File: src/hdl/bgc_pkg.sv
// shared types and constants for the button gesture classifier
// no dependencies; imported by bgc_classifier and button_gesture_classifier
package bgc_pkg;

  localparam int TIME_W  = 32;
  localparam int THRESH_W = 16;
  localparam int INTENT_W = 2;
  localparam int CFG_IDX_W = 8;

  // intent codes
  localparam logic [INTENT_W-1:0] INTENT_NO_GESTURE = 2'd0;
  localparam logic [INTENT_W-1:0] INTENT_SINGLE     = 2'd1;
  localparam logic [INTENT_W-1:0] INTENT_LONG       = 2'd2;
  localparam logic [INTENT_W-1:0] INTENT_DOUBLE     = 2'd3;

  // configuration register indexes
  localparam logic [CFG_IDX_W-1:0] REG_LONG_PRESS_TIME = 8'd0;
  localparam logic [CFG_IDX_W-1:0] REG_DOUBLE_GAP_TIME = 8'd1;

  // register reset values in ms
  localparam logic [THRESH_W-1:0] LONG_PRESS_TIME_RST = 16'd800;
  localparam logic [THRESH_W-1:0] DOUBLE_GAP_TIME_RST = 16'd350;

  // thresholds handed to the classifier
  typedef struct packed {
    logic [THRESH_W-1:0] long_press_time;
    logic [THRESH_W-1:0] double_gap_time;
  } bgc_cfg_t;

endpackage

File: src/hdl/bgc_classifier.sv
// gesture state and per-poll decision logic
// depends on bgc_pkg; instantiated by button_gesture_classifier
module bgc_classifier (
  input  logic                           clk,
  input  logic                           rst,
  input  logic                           enable,
  input  logic                           held,
  input  logic [bgc_pkg::TIME_W-1:0]     now,
  input  bgc_pkg::bgc_cfg_t              cfg,
  output logic [bgc_pkg::INTENT_W-1:0]   intent
);
  import bgc_pkg::*;

  logic                prev_pressed, prev_pressed_next;
  logic [TIME_W-1:0]   press_start_time, press_start_time_next;
  logic [TIME_W-1:0]   release_time, release_time_next;
  logic                long_done, long_done_next;
  logic                single_pending, single_pending_next;

  logic                press_edge;
  logic                long_done_eff;
  logic [TIME_W-1:0]   press_start_eff;
  logic [TIME_W-1:0]   held_for;
  logic [TIME_W-1:0]   since_release;
  logic                long_hit;
  logic                gap_within;
  logic                gap_expired;

  // press edge restarts the press timer
  assign press_edge      = held && !prev_pressed;
  assign press_start_eff = press_edge ? now : press_start_time;
  assign long_done_eff   = press_edge ? 1'b0 : long_done;

  // wrapping time differences against the thresholds
  assign held_for      = now - press_start_eff;
  assign since_release = now - release_time;
  assign long_hit      = held && !long_done_eff &&
                         (held_for > {{(TIME_W-THRESH_W){1'b0}}, cfg.long_press_time});
  assign gap_within    = since_release < {{(TIME_W-THRESH_W){1'b0}}, cfg.double_gap_time};
  assign gap_expired   = since_release > {{(TIME_W-THRESH_W){1'b0}}, cfg.double_gap_time};

  // ordered checks: long press, release edge, pending single
  always_comb begin
    prev_pressed_next     = held;
    press_start_time_next = press_start_eff;
    release_time_next     = release_time;
    long_done_next        = long_done_eff;
    single_pending_next   = single_pending;
    intent                = INTENT_NO_GESTURE;
    priority if (long_hit) begin
      long_done_next = 1'b1;
      intent         = INTENT_LONG;
    end else if (!held && prev_pressed) begin
      if (long_done_eff) begin
        intent = INTENT_NO_GESTURE;
      end else if (single_pending && gap_within) begin
        single_pending_next = 1'b0;
        intent              = INTENT_DOUBLE;
      end else begin
        single_pending_next = 1'b1;
        release_time_next   = now;
      end
    end else if (single_pending && gap_expired) begin
      single_pending_next = 1'b0;
      intent              = INTENT_SINGLE;
    end else begin
      intent = INTENT_NO_GESTURE;
    end
  end

  // state update once per poll
  always_ff @(posedge clk) begin
    if (rst) begin
      prev_pressed     <= 1'b0;
      press_start_time <= '0;
      release_time     <= '0;
      long_done        <= 1'b0;
      single_pending   <= 1'b0;
    end else if (enable) begin
      prev_pressed     <= prev_pressed_next;
      press_start_time <= press_start_time_next;
      release_time     <= release_time_next;
      long_done        <= long_done_next;
      single_pending   <= single_pending_next;
    end
  end

  // a long press is reported only while held
  a_long_held: assert property (@(posedge clk) disable iff (rst)
    enable && (intent == INTENT_LONG) |-> held)
    else $error("long press reported while released");

  // a double press consumes the pending single press
  a_double_clears: assert property (@(posedge clk) disable iff (rst)
    enable && (intent == INTENT_DOUBLE) |=> !single_pending)
    else $error("pending single press survived a double press");

  // a long press is reported once per press
  a_long_once: assert property (@(posedge clk) disable iff (rst)
    enable && (intent == INTENT_LONG) |=> long_done)
    else $error("long press flag not set after report");

endmodule

File: src/hdl/button_gesture_classifier.sv
// Button gesture classifier: each request is one poll of the button level
// and a millisecond timestamp, and gives exactly one intent (none, single,
// long or double press). A poll is taken every cycle unless in_stall is high;
// it waits in the input register, where it is decided against the stored
// gesture state, and its intent is then held in the result register, so
// throughput is one poll per cycle while the output is not stalled. The user
// must write thresholds through the configuration channel only while no poll
// is in flight; the block does not enforce this. cfg_ready is always high.
//
// top level; depends on bgc_pkg and bgc_classifier
module button_gesture_classifier (
  input  logic                            clk,
  input  logic                            rst,
  input  logic                            in_valid,
  output logic                            in_stall,
  input  logic                            button_pressed,
  input  logic [bgc_pkg::TIME_W-1:0]      now_ms,
  output logic                            out_valid,
  input  logic                            out_stall,
  output logic [bgc_pkg::INTENT_W-1:0]    intent,
  input  logic                            cfg_valid,
  output logic                            cfg_ready,
  input  logic [bgc_pkg::CFG_IDX_W-1:0]   cfg_index,
  input  logic [bgc_pkg::THRESH_W-1:0]    cfg_data
);
  import bgc_pkg::*;

  bgc_cfg_t              cfg;
  logic                  s1_valid;
  logic                  s1_held;
  logic [TIME_W-1:0]     s1_now;
  logic                  out_free;
  logic                  s1_fire;
  logic                  in_accept;
  logic [INTENT_W-1:0]   core_intent;

  // handshake control
  assign out_free  = !out_valid || !out_stall;
  assign s1_fire   = s1_valid && out_free;
  assign in_stall  = s1_valid && !out_free;
  assign in_accept = in_valid && !in_stall;
  assign cfg_ready = 1'b1;

  // configuration registers
  always_ff @(posedge clk) begin
    if (rst) begin
      cfg.long_press_time <= LONG_PRESS_TIME_RST;
      cfg.double_gap_time <= DOUBLE_GAP_TIME_RST;
    end else if (cfg_valid && cfg_ready) begin
      if (cfg_index == REG_LONG_PRESS_TIME) begin
        cfg.long_press_time <= cfg_data;
      end else if (cfg_index == REG_DOUBLE_GAP_TIME) begin
        cfg.double_gap_time <= cfg_data;
      end
    end
  end

  // input register
  always_ff @(posedge clk) begin
    if (rst) begin
      s1_valid <= 1'b0;
    end else if (in_accept) begin
      s1_valid <= 1'b1;
    end else if (s1_fire) begin
      s1_valid <= 1'b0;
    end
  end

  always_ff @(posedge clk) begin
    if (in_accept) begin
      s1_held <= button_pressed;
      s1_now  <= now_ms;
    end
  end

  // decision against stored gesture state
  bgc_classifier u_classifier (
    .clk    (clk),
    .rst    (rst),
    .enable (s1_fire),
    .held   (s1_held),
    .now    (s1_now),
    .cfg    (cfg),
    .intent (core_intent)
  );

  // result register
  always_ff @(posedge clk) begin
    if (rst) begin
      out_valid <= 1'b0;
    end else if (s1_fire) begin
      out_valid <= 1'b1;
    end else if (!out_stall) begin
      out_valid <= 1'b0;
    end
  end

  always_ff @(posedge clk) begin
    if (s1_fire) begin
      intent <= core_intent;
    end
  end

  // input stalls only behind a full, stalled result register
  a_stall_cause: assert property (@(posedge clk) disable iff (rst)
    in_stall |-> (s1_valid && out_valid && out_stall))
    else $error("input stalled without a blocked result");

  // every decided poll lands in the result register
  a_fire_result: assert property (@(posedge clk) disable iff (rst)
    s1_fire |=> out_valid)
    else $error("decided poll lost");

  // an accepted request occupies the input register next cycle
  a_accept_s1: assert property (@(posedge clk) disable iff (rst)
    in_accept |=> s1_valid)
    else $error("accepted request not held in input register");

endmodule
File: config.mk
export PLATFORM = sky130hd
export DESIGN_NAME = button_gesture_classifier
export DESIGN_NICKNAME = d
export VERILOG_FILES = /design/src/hdl/bgc_pkg.sv /design/src/hdl/bgc_classifier.sv /design/src/hdl/button_gesture_classifier.sv
export SDC_FILE = /design/constraint.sdc
export NUM_CORES = 1
export LEC_CHECK = 0
export BUFFER_PORTS_ARGS = -buffer_cell sky130_fd_sc_hd__buf_2
export CAP_MARGIN = 15
export CORE_AREA = 2 2 207 209
export CTS_CLUSTER_SIZE = 20
export DETAILED_ROUTE_END_ITERATION = 8
export DIE_AREA = 0 0 209 211
export GPL_ROUTABILITY_DRIVEN = 0
export GPL_TIMING_DRIVEN = 0
export PLACE_DENSITY = 0.47
export SYNTH_ARGS = -nofsm -noshare
export SYNTH_HDL_FRONTEND = slang
export SYNTH_SLANG_ARGS = --single-unit
File: constraint.sdc
create_clock -name clk -period 8.6 [get_ports clk]
set_input_delay 0.86 -clock clk [delete_from_list [all_inputs] [get_ports clk]]
set_output_delay 0.86 -clock clk [all_outputs]
set_load 0.005 [all_outputs]
# Word-level counts from Yosys, hierarchy flattened
# Index checks and enable logic that the tools add are counted.
dict set report word_totals {
  reg_bits 136
  out_inout_bits 5
  word_cells 63
}
dict set report op_classes {
  add_sub_neg 2
  n_lt_le_gt_ge 3
  n_eq_ne 3
  muxes 15
  bitwise 4
  reduce_logical 24
}
# op count
set ops {}
lappend ops {{> comparator 32 x 16 -> 1 bit} 2}
lappend ops {{subtractor 32 bit} 2}
lappend ops {{< comparator 32 x 16 -> 1 bit} 1}
lappend ops {{2-to-1 mux 32 bit} 1}
lappend ops {{2-to-1 mux 1 bit} 11}
lappend ops {{logical AND 1 bit} 9}
lappend ops {{== test 8 x 1 -> 1 bit, second input constant} 1}
lappend ops {{zero test 8 bit} 1}
lappend ops {{zero test 1 bit} 7}
lappend ops {{2-to-1 mux 2 bit} 3}
lappend ops {{AND reduction 5 bit} 1}
lappend ops {{NOT 1 bit} 4}
lappend ops {{AND reduction 4 bit} 1}
lappend ops {{nonzero test 2 bit} 2}
lappend ops {{AND reduction 3 bit} 1}
lappend ops {{!= test 2 x 1 -> 1 bit, second input constant} 1}
lappend ops {{!= test 2 bit, second input constant} 1}
lappend ops {{AND reduction 2 bit} 1}
lappend ops {{logical OR 1 bit} 1}

# Logic depth before layout (Yosys ltp)
dict set report depth {
  word_depth 8
  mapped_depth 25
  depth_no_buf 23
}

# By module
# A second synthesis with hierarchy kept.
dict set report unflattened {
  hier_cells 1318
  area_unflattened_um2 10613.9
}
# mod n_inst cells_per_inst area_per_inst_um2
set modules_own_cells {}
lappend modules_own_cells {bgc_classifier 1 1135 8077.7}
lappend modules_own_cells {button_gesture_classifier 1 183 2536.2}

# Worst setup path after synthesis
# OpenSTA, ideal clock, no wires.
dict set report synth_timing {
  path_type {register -> register}
  from {register s1_held}
  to {register u_classifier.single_pending}
  setup_time_ns 0.122
  arrival_ns 6.132
  t_required_ns 8.478
  slack_ns 2.346
  path_stages_with_launch 25
  synth_period_minus_slack_ns 6.254
  cell_sequence {edfxtp_1 nor2b_1 buf_6 buf_6 buf_4 clkbuf_1 buf_1 mux2i_1 ha_1 clkbuf_1 a311o_1 a21oi_2 o21ai_2 o21bai_1 xor2_1 ha_1 and4_1 nand3_1 or3_1 o22ai_1 nand3_1 or4_1 or3b_1 or4_1 a311o_1}
}
dict set report synth_via {
  elab_chain_cells 7
  word_cells_on_any_way 15
}
# item line_no
set synth_lines {}
lappend synth_lines {{start: declaration} button_gesture_classifier.sv:30} ;# logic s1_held;
lappend synth_lines {{start signal: assignment} button_gesture_classifier.sv:71} ;# s1_held <= button_pressed;
lappend synth_lines {{logical AND 1 bit} bgc_classifier.sv:30} ;# assign press_edge = held && !prev_pressed;
lappend synth_lines {{2-to-1 mux 32 bit or 2-to-1 mux 1 bit (tied branches)} {bgc_classifier.sv:31, bgc_classifier.sv:32}}
lappend synth_lines {{subtractor 32 bit or zero test 1 bit (tied branches)} {bgc_classifier.sv:35, bgc_classifier.sv:37}}
lappend synth_lines {{> comparator 32 x 16 -> 1 bit or logical AND 1 bit (tied branches)} {bgc_classifier.sv:38, bgc_classifier.sv:37}}
lappend synth_lines {{logical AND 1 bit} bgc_classifier.sv:37} ;# assign long_hit = held && !long_done_eff &&
lappend synth_lines {{NOT 1 bit (no line)} n/a}
lappend synth_lines {{AND reduction 4 bit (no line)} n/a}
lappend synth_lines {{end signal: assignment} bgc_classifier.sv:84} ;# single_pending <= single_pending_next;
lappend synth_lines {{end: declaration} bgc_classifier.sv:18} ;# logic single_pending, single_pending_next;
# Parallel ways exist; a longest one is shown, timed or not.
# A chain may end at the register's enable or synchronous reset.

# Worst setup path after layout
# Same ends and word-level chain as after synthesis.

==> flow_metrics.tcl <==
set metrics [dict create \
    tritoncts "built" \
    core_area_um2 41800 \
    ctsResizeCount 0 \
    routed_via_density 5.04 \
    clock_sinks 136 \
    finalSetupViolCount 0 \
    clock_power_share_pct 41.1 \
    route.vias.total 9790 \
    numCtsBuffers 17 \
    htreeDepth 4 \
    p_leak_nw 4.50 \
    tightest_slew_ns 0.840 \
    cap_violations 0 \
    status "complete, no violations" \
    top_level_ports 67 \
    placed_area_um2 11400 \
    slew_violations 0 \
    fin_area_um2 12000 \
    clock-skew-final_ns 0.0106 \
    critical_path_class "reg -> reg" \
    required_ns 8.93 \
    hold_buffers 0 \
    cts_buffer_depth 2 \
    cellPowerDensity_nw_per_um2 169 \
    fin_tns_setup_ns 0 \
    power_frac_seq_pct 34.4 \
    p_int_mw 1.41 \
    avgRoutedWirePerCell_um 17.1 \
    hp-class "reg -> reg" \
    post_cts_buffers 0 \
    die_w_um 209 \
    syn_nets 1452 \
    syn_area_um2 10400 \
    ys_async_sr_fraction_pct 0 \
    dr.pass1.iters 5 \
    synth_seq_area_share_pct 29.7 \
    synth_edf_count 35 \
    max-slew-margin-rel_pct 43.5 \
    grt_pass1_vias 9051 \
    max_freq_mhz 128 \
    cts.clk_slew.worst_paths_ns 0.07 \
    hold_viol_final 0 \
    fp-row-count 75 \
    clk_latency_ns 0.43 \
    syn_avg_cell_area_um2 7.93 \
    synth.distinct_cells 81 \
    rsz0062_at_grt "no" \
    startpoint_type "flop" \
    fp.dieArea_um2 44100 \
    dieHeight_um 211 \
    grt_overflow_total 0 \
    synthToLayoutAreaGrowth_pct 16.3 \
    setup_ws_ns 0.776 \
    finalCritPeriodShare_pct 91.0 \
    path_max_fanout 10 \
    p_sw_mw 0.627 \
    routed_wl_um 33300 \
    pwr-share-comb_pct 24.4 \
    period_needed_ns 7.82 \
    irDropWorstVdd_v 0.000112 \
    synth_ff_type "dfxtp_1" \
    port_buffers 65 \
    syn_inst 1305 \
    initial_core_util_pct 24.8 \
    grt_max_degree 28 \
    diodes 0 \
    drive_above_1_share_pct 9.12 \
    cp.arrival_ns 8.15 \
    dp_hpwl_um 26800 \
    grt.total_usage_pct 14.9 \
    grt_first_pass_wirelength_um 50900 \
    synth_warnings 0 \
    drtIter0Drc 747 \
    endpoint_kind "flop" \
    drtAntennaViolNets 0 \
    final_nets 1537 \
    drc 0 \
    root_buffer "clkbuf_16" \
    dp_slack_ns 0.858 \
    switching_share_pct 30.8 \
    antenna_found_initial 0 \
    synth-seq-cells 136 \
]
worst max-delay path, stage by stage, from the launching register on:
cell,delay [ns]
edfxtp_1,0.52
nor2b_1,0.24
buf_6,0.17
buf_6,0.16
buf_4,0.20
clkbuf_1,0.59
buf_1,0.64
mux2i_1,0.26
ha_1,0.25
clkbuf_1,0.21
a311o_1,0.33
a21oi_2,0.21
o21ai_2,0.10
o21bai_1,0.19
xor2_1,0.31
ha_1,0.31
and4_1,0.22
a221oi_1,0.27
o21ai_0,0.13
o22ai_1,0.32
nand3_1,0.11
or4_1,0.60
or3b_1,0.44
or4_1,0.56
a311o_1,0.33
cells in the final DEF, fill, tap and decap left out, types with 6 or more instances in the layout:
master / instances
o21a_1: 22
clkbuf_16: 17
o21ai_0: 72
and2_1: 9
a211oi_1: 14
buf_1: 7
a2111oi_0: 6
buf_2: 70
nor4_1: 8
nand2b_1: 13
and4_1: 6
mux2i_1: 50
nor2b_1: 18
xnor2_1: 32
a21o_1: 20
a211o_1: 12
inv_1: 95
edfxtp_1: 35
a31oi_1: 10
bufinv_16: 6
a21oi_1: 147
nor3_1: 26
o211ai_1: 14
nor2_1: 96
clkbuf_1: 55
xor2_1: 18
nand4_1: 24
ha_1: 84
nand3_1: 54
dfxtp_1: 101
o31ai_1: 6
nand2_1: 127
or3_1: 9
o21bai_1: 9
o21ai_1: 7
and3_1: 9
cell usage after synthesis (32+ instances only):
master | instances | area (µm²)
a21oi_1 | 147 | 736
nand2_1 | 127 | 477
dfxtp_1 | 101 | 2020
nor2_1 | 96 | 360
inv_1 | 95 | 357
ha_1 | 84 | 1050
o21ai_0 | 72 | 360
nand3_1 | 54 | 270
clkbuf_1 | 51 | 191
mux2i_1 | 50 | 500
edfxtp_1 | 35 | 1050
xnor2_1 | 32 | 280
layer usage:
metal	vias up	GRT usage (%)	share of wire [%]
met1	4579	21.7	51
met2	269	22.4	42
li1	4906	-	-
met4	0	4.06	1.8
met5	-	0	0
met3	36	2.88	5.6
final timing paths:
| path | from | to | slack (ns) | cells past startpoint |
|---|---|---|---|---|
| setup / recovery | s1_held | u_classifier.single_pending | 0.78 | 24 |
| hold / removal | u_classifier.press_start_time[22] | u_classifier.press_start_time[22] | 0.45 | 2 |
| setup reg to reg | s1_held | u_classifier.single_pending | 0.78 | 24 |
| hold reg to reg | u_classifier.press_start_time[22] | u_classifier.press_start_time[22] | 0.45 | 2 |
per-stage QoR:
stage	std cells	util [%]	hold slack, ns	power, mW
after floorplan	1305	-	0.435	1.06
after global placement	1909	27.2	0.443	1.20
after CTS	1942	28.8	0.454	2.05
after global routing	1942	28.8	0.473	2.14
after detailed placement	1910	27.3	0.447	1.21
final	1942	28.8	0.455	2.04
power by group through the flow:
stage / sequential, mW / combinational, mW / clock [mW]
finish: 0.702 / 0.498 / 0.839
global route: 0.704 / 0.554 / 0.880
CTS: 0.702 / 0.495 / 0.853
detailed placement: 0.716 / 0.491 / 0
global placement: 0.716 / 0.487 / 0
floorplan: 0.703 / 0.353 / 0
registers in the layout, summed over array words and instances (netlist names):
signal / flops
u_classifier.long_done: 1
s1_held: 1
u_classifier.release_time: 32
u_classifier.press_start_time: 32
u_classifier.single_pending: 1
cfg: 32
out_valid: 1
s1_now: 32
u_classifier.prev_pressed: 1
intent: 2
s1_valid: 1
kinds of logic (layout without fill, tap and decap cells):
logic type                 after synthesis  count (layout)  synth area share, %
AOI/OAI and AO/OA                      392             392                 24.3
xor gates and xnor gates                50              50                 4.23
adders and majority gates               87              87                 10.5
buffers and inverters                  163             261                 6.26
DFF                                    136             136                 29.7
muxes                                   52              52                 5.05
other                                    1               1               0.0362
and+or+nand+nor                        424             424                 19.9
final cells by class:
cell class / count / area [µm²]
inverters: 95 / 357
well taps: 539 / 674
repair buffers: 66 / 345
plain buffers: 68 / 292
multi-input cells: 1006 / 6640
flip-flops and latches: 136 / 3070
clock buffers: 21 / 440
fillers: 4565 / 29700
clock inverters: 11 / 223
Power figures use the tool's default switching activity.
